==> config.mk <==
export PLATFORM = sky130hd
export DESIGN_NAME = skt_cell
export DESIGN_NICKNAME = d
export VERILOG_FILES = /design/src/sv/skt_pkg.sv /design/src/sv/skt_cell.sv
export SDC_FILE = /design/constraint.sdc
export NUM_CORES = 1
export LEC_CHECK = 0
export BUFFER_PORTS_ARGS = -buffer_cell sky130_fd_sc_hd__buf_2
export CAP_MARGIN = 30
export CORE_MARGIN = 2
export CORE_UTILIZATION = 49
export CTS_CLUSTER_SIZE = 20
export DETAILED_ROUTE_END_ITERATION = 16
export PLACE_DENSITY = 0.95
export SLEW_MARGIN = 20
export SYNTH_ARGS = -nofsm -noshare
export SYNTH_HDL_FRONTEND = slang
export SYNTH_SLANG_ARGS = --single-unit
==> constraint.sdc <==
create_clock -name clk -period 5.2 [get_ports clk]
set_clock_uncertainty 0.15 [all_clocks]
set_input_delay 0.52 -clock clk [delete_from_list [all_inputs] [get_ports clk]]
set_output_delay 0.52 -clock clk [all_outputs]
set_load 0.05 [all_outputs]
==> src/sv/skt_pkg.sv <==
// Shared types, codes and elaboration helpers of the sorted key table.
// No dependencies; every module of the block imports this package.
package skt_pkg;

  localparam int CAPACITY_DEFAULT = 64;
  localparam int KEY_W            = 31;
  localparam int HANDLE_W         = 16;
  localparam int COUNT_W          = 7;
  localparam int TREE_RADIX       = 8;

  localparam logic [1:0] CMD_INSERT = 2'd0;
  localparam logic [1:0] CMD_FIND   = 2'd1;
  localparam logic [1:0] CMD_REMOVE = 2'd2;

  localparam logic [1:0] ST_OK      = 2'd0;
  localparam logic [1:0] ST_DUP     = 2'd1;
  localparam logic [1:0] ST_MISSING = 2'd2;
  localparam logic [1:0] ST_FULL    = 2'd3;

  typedef struct packed {
    logic [1:0]          command;
    logic [KEY_W-1:0]    key;
    logic [HANDLE_W-1:0] record_handle;
  } skt_item_t;

  typedef struct packed {
    logic [1:0]          status;
    logic [HANDLE_W-1:0] found_handle;
    logic [COUNT_W-1:0]  entry_count;
  } skt_result_t;

  // Control pulses from the sequencer to every cell.
  typedef struct packed {
    logic capture;
    logic insert;
    logic remove;
  } skt_cell_ctrl_t;

  // What a cell shows its neighbors.
  typedef struct packed {
    logic                lt;
    logic [KEY_W-1:0]    key;
    logic [HANDLE_W-1:0] handle;
  } skt_link_t;

  // Match flag and gated handle, the leaf of the reduction tree.
  typedef struct packed {
    logic                hit;
    logic [HANDLE_W-1:0] handle;
  } skt_leaf_t;

  // Number of nodes at a given level of a radix-8 tree over n leaves.
  function automatic int skt_nodes(input int n, input int level);
    int v;
    v = n;
    for (int s = 0; s < level; s++) begin
      v = (v + TREE_RADIX - 1) / TREE_RADIX;
    end
    return v;
  endfunction

  // Number of registered levels needed to reduce n leaves to one node.
  function automatic int skt_levels(input int n);
    int v;
    int c;
    v = n;
    c = 0;
    for (int s = 0; s < 16; s++) begin
      if (v > 1) begin
        v = (v + TREE_RADIX - 1) / TREE_RADIX;
        c++;
      end
    end
    return c;
  endfunction

endpackage

==> src/sv/skt_cell.sv <==
// One entry cell of the sorted key table chain.
// Depends on skt_pkg for the link, leaf and control types.
module skt_cell
  import skt_pkg::*;
(
  input  logic                clk,
  input  skt_cell_ctrl_t      ctrl,
  input  logic                valid,
  input  logic [KEY_W-1:0]    probe_key,
  input  logic [HANDLE_W-1:0] probe_handle,
  input  skt_link_t           left,
  input  skt_link_t           right,
  output skt_link_t           self,
  output skt_leaf_t           leaf
);

  logic [KEY_W-1:0]    key;
  logic [HANDLE_W-1:0] handle;
  logic                lt;
  logic                hit_now;

  assign hit_now = valid && (key == probe_key);

  always_ff @(posedge clk) begin
    if (ctrl.capture) begin
      lt          <= valid && (key < probe_key);
      leaf.hit    <= hit_now;
      leaf.handle <= hit_now ? handle : '0;
    end
    // Insert opens a gap at the first entry not below the key; remove
    // closes the gap at the matching entry by pulling from the right.
    if (ctrl.insert && !lt) begin
      if (left.lt) begin
        key    <= probe_key;
        handle <= probe_handle;
      end else begin
        key    <= left.key;
        handle <= left.handle;
      end
    end else if (ctrl.remove && !lt) begin
      key    <= right.key;
      handle <= right.handle;
    end
  end

  assign self.lt     = lt;
  assign self.key    = key;
  assign self.handle = handle;

endmodule

* Word-level counts from Yosys, hierarchy flattened
Index checks and enable logic that the tools add are counted.
** Storage, ports and cells
- Flip-flop bits (word level) :: 65
- Input port bits :: 148
- Output and inout bits :: 65
- Word-level logic and storage cells :: 19
** Operators by class
- Order comparisons :: 1
- Equality and inequality tests :: 1
- Mux-type cells :: 6
- Reductions and logical operators :: 6
** Operators with widths (number)
- $mux W31 :: 3
- $mux W16 :: 3
- $eq A31 B31 Y1 :: 1
- $lt A31 B31 Y1 :: 1
- $logic_and A1 B1 Y1 :: 4
- $reduce_bool A2 Y1 :: 1
- $logic_not A1 Y1 :: 1

* Logic depth before layout (Yosys ltp)
- Depth after elaboration :: 4
- Depth in mapped cells :: 8
- Mapped depth without buffers :: 7

* Worst setup path after synthesis
No wires, ideal clock.
- Path kind :: input-to-reg
- Start :: input ctrl[1] in the netlist's numbering
- End :: register handle[0], enable pin
- Library setup time :: 0.453 ns
- Arrival time :: 2.546 ns
- Required time :: 4.597 ns
- Setup slack :: 2.051 ns
- Stages :: 2
- Cells stage by stage :: nor2_1 nor2_1
** On the way
- Longest elaborated chain between the ends :: 2
** RTL lines
- from (decl) :: line skt_cell.sv:7 : input skt_cell_ctrl_t ctrl,
- $logic_and A1 B1 Y1 :: line skt_cell.sv:32 : if (ctrl.insert && !lt) begin
- $reduce_bool A2 Y1 (no source line)
- to (signal assigned) :: line skt_cell.sv:35 : handle <= probe_handle;
- to (signal assigned) :: line skt_cell.sv:38 : handle <= left.handle;
- to (signal assigned) :: line skt_cell.sv:42 : handle <= right.handle;
- to (decl) :: line skt_cell.sv:18 : logic [HANDLE_W-1:0] handle;
No other way between the ends.
A chain may end at the register's enable or synchronous reset.

* Worst setup path in the final report
- Start :: register key[28]
- End :: register leaf[3] in the netlist's numbering, data pin
** On the way
- Longest elaborated chain between the ends :: 2
** RTL lines
- from (decl) :: line skt_cell.sv:17 : logic [KEY_W-1:0] key;
- from (signal assigned) :: line skt_cell.sv:34 : key <= probe_key;
- from (signal assigned) :: line skt_cell.sv:37 : key <= left.key;
- from (signal assigned) :: line skt_cell.sv:41 : key <= right.key;
- $eq A31 B31 Y1 :: line skt_cell.sv:22 : assign hit_now = valid && (key == probe_key);
- $logic_and A1 B1 Y1 :: line skt_cell.sv:22
- to (decl) :: line skt_cell.sv:14 : output skt_leaf_t leaf
No other way between the ends.

==> impl_metrics.ini <==
[clock_tree]
cts_resized = 0
cts_tree = built
cts_root_buffer = clkbuf_8
ctsHoldBuffers = 0
postCtsSetupBuffers = 0
cts_buffers = 9
clock_latency_ns = 0.34
cts_buffer_depth = 2
clock_sinks = 65
clk_pin_slew_worst_paths_ns = 0.09
htreeDepth = 3

[floorplan]
fp.dieArea_sq_um = 8590
die_w_um = 92.7
fp.dieH_um = 92.7
initial_core_util_pct = 50.1
core_sq_um = 7690
row_count = 32
pin_count = 213

[placement]
port_buffers = 211
dp_slack_ns = 2.36
dp_hpwl_um = 8030
place.gp.congestion = 0.839

[hold_path]
min-delay-start = right[27]
whs_path_depth = 3
hold_class = in2reg
min_to = key[11]

[yosys]
synthTopCellsByCount = edfxtp_1 (65), nand2_1 (56), o21ai_0 (51), mux2i_1 (47), inv_1 (32)
ys_warn_count = 0
ys_seq_elements = 65
synth.distinct_cells = 29
synth_fa_ha_area_share_pct = 10.1
synth_top_family_by_area = multiplexers
async_flop_share_pct = 0
synth-simple-area-share_pct = 12.1
synth_flop_cell = edfxtp_1
synth_edf_count = 65
synthMostInstantiatedCell = edfxtp_1
synth_area_leader_cell = edfxtp_1
synth_mux_area_share_pct = 12.2
synthXorXnorAreaFrac_pct = 0
syn-num-nets = 534
synth_area_leaders = edfxtp_1 (51%), mux2i_1 (12%), ha_1 (10%)
syn_area_sq_um = 3850
syn_avg_cell_area_sq_um = 10.9
synth_compound_area_share_pct = 9.78
synth_top_area_share_pct = 50.7
postSynthCellCount = 355
ys_seq_area_share_pct = 50.7

[final_layout]
area_growth_pct = 34.7
antenna_cells = 0
fin_nets = 742
post-route-util_pct = 67.5
drive_gt1_share_pct = 41.7

[global_routing]
grt_usage_pct = 23.3
antenna_found_initial = 0
grt_pass1_vias = 3559
grt_overflow = 0
grt_pass1_wl_um = 15700
grt_max_degree = 51

[timing]
slew_viol_final = 0
tightest_slew_ns = 0.818
period_needed_ns = 2.59
setup_ws_ns = 2.61
rsz0062_at_grt = false
fin_crit_sh_pct = 49.9
hold_viol = 0
finalSetupViolations = 0
max-slew-margin-rel_pct = 45.5
tns_ns = 0
max_freq_mhz = 386

[setup_path]
worstReg2RegStart = key[28]
timing.critical_path.mode_cell = nor4_4
r2r-end = leaf[3]
worst-path-max-fanout = 17
worstSetupPathType = reg2reg
rrSetupSlack_ns = 2.61
critical_path.cell_chain = ha_1, nand4_2, nor4_4, nand2_2, nor4_4, and2_1
required_ns = 5.25
cpPeakStageDelay_ns = 0.72
critPathLaunchType = register
endpoint_kind = register
rr_worst_depth = 6
critPathSlowestCell = nor4_4
crit_arrival_ns = 2.64

[power]
ir_worst_vdd_v = 0.000230
clkPwrFrac_pct = 28.9
pwr-share-seq_pct = 43.1
power.density_nw_per_um2 = 292
comb_power_share_pct = 27.9
internal-power_w = 0.000991
power_leakage_nw = 2.67
swShare_pct = 34.6
power_switching_w = 0.000524

[detailed_routing]
first_pass_iters = 4
drcViolationCount = 0
vias = 3427
wl_um = 10200
ant_nets = 0
wl_per_cell_um = 15.2
vias_per_cell = 5.11
drtIter0Drc = 109

[job]
cap_violations = 0

[outcome]
outcome = completed
[power by group through the flow]
stage / combinational (W) / clock, W / sequential [W]
4_1_cts: 0.000425 / 0.000442 / 0.000654
2_1_floorplan: 0.000138 / 0 / 0.000809
3_5_place_dp: 0.000424 / 0 / 0.000665
3_3_place_gp: 0.000407 / 0 / 0.000662
6_report: 0.000423 / 0.000438 / 0.000654
5_1_grt: 0.000456 / 0.000462 / 0.000659
[cell usage in the layout (no fill, tap or decap), drive strengths merged, types with 3 or more instances in the layout]
cell      n
clkbuf    9
nand2    57
mux2i    47
a21o      3
ha       31
and2     16
clkinv    3
nand4     4
buf     214
nor2      5
inv      34
edfxtp   65
a21oi    13
o21ai    51
[state kept, by name, summed over array words and instances (netlist names)]
name / count
key: 31
leaf: 17
handle: 16
lt: 1
[how the worst max path moves through the flow]
stage,start,to
floorplan,ctrl[1],handle[0]
global placement,probe_key[30],leaf[15]
detailed placement,probe_key[30],leaf[3]
CTS,key[28],leaf[3]
global route,key[28],leaf[3]
finish,key[28],leaf[3]
[stage by stage]
step | std cells | area [sq um] | hold WS (ns) | total power [W]
finish | 670 | 5190 | 0.301 | 0.00152
detailed placement | 654 | 4990 | 0.388 | 0.00109
global route | 670 | 5190 | 0.306 | 0.00158
CTS | 670 | 5190 | 0.292 | 0.00152
floorplan | 355 | 3850 | 0.482 | 0.000947
global placement | 654 | 4990 | 0.377 | 0.00107
[metal layers]
| layer | track usage (%) | routed length (um) |
|---|---|---|
| met4 | 9.56 | 232 |
| met3 | 4.56 | 577 |
| met2 | 44.1 | 5460 |
| met1 | 25.2 | 3940 |
| met5 | 0 | 0 |
[worst max-delay path: cells and delay by family, from the launching register on]
kind                       cells  cell delay (ns)
and+or+nand+nor                5             1.55
DFF                            1             0.42
adders and majority gates      1             0.34
[final cells by class]
cell class,instances,area (sq um)
tap,102,128
timing repair buffer,214,1080
clock inverter,7,77.6
fill,573,2500
inverter,32,120
sequential,65,1950
clock buffer,9,124
multi-input combinational,241,1710
[cell families after synthesis]
group                      count (synthesis)
AOI/OAI and AO/OA                         71
buffers and inverters                     49
DFF                                       65
and+or+nand+nor                           92
muxes                                     47
adders and majority gates                 31
No activity file was read; power rests on OpenSTA's default activity.
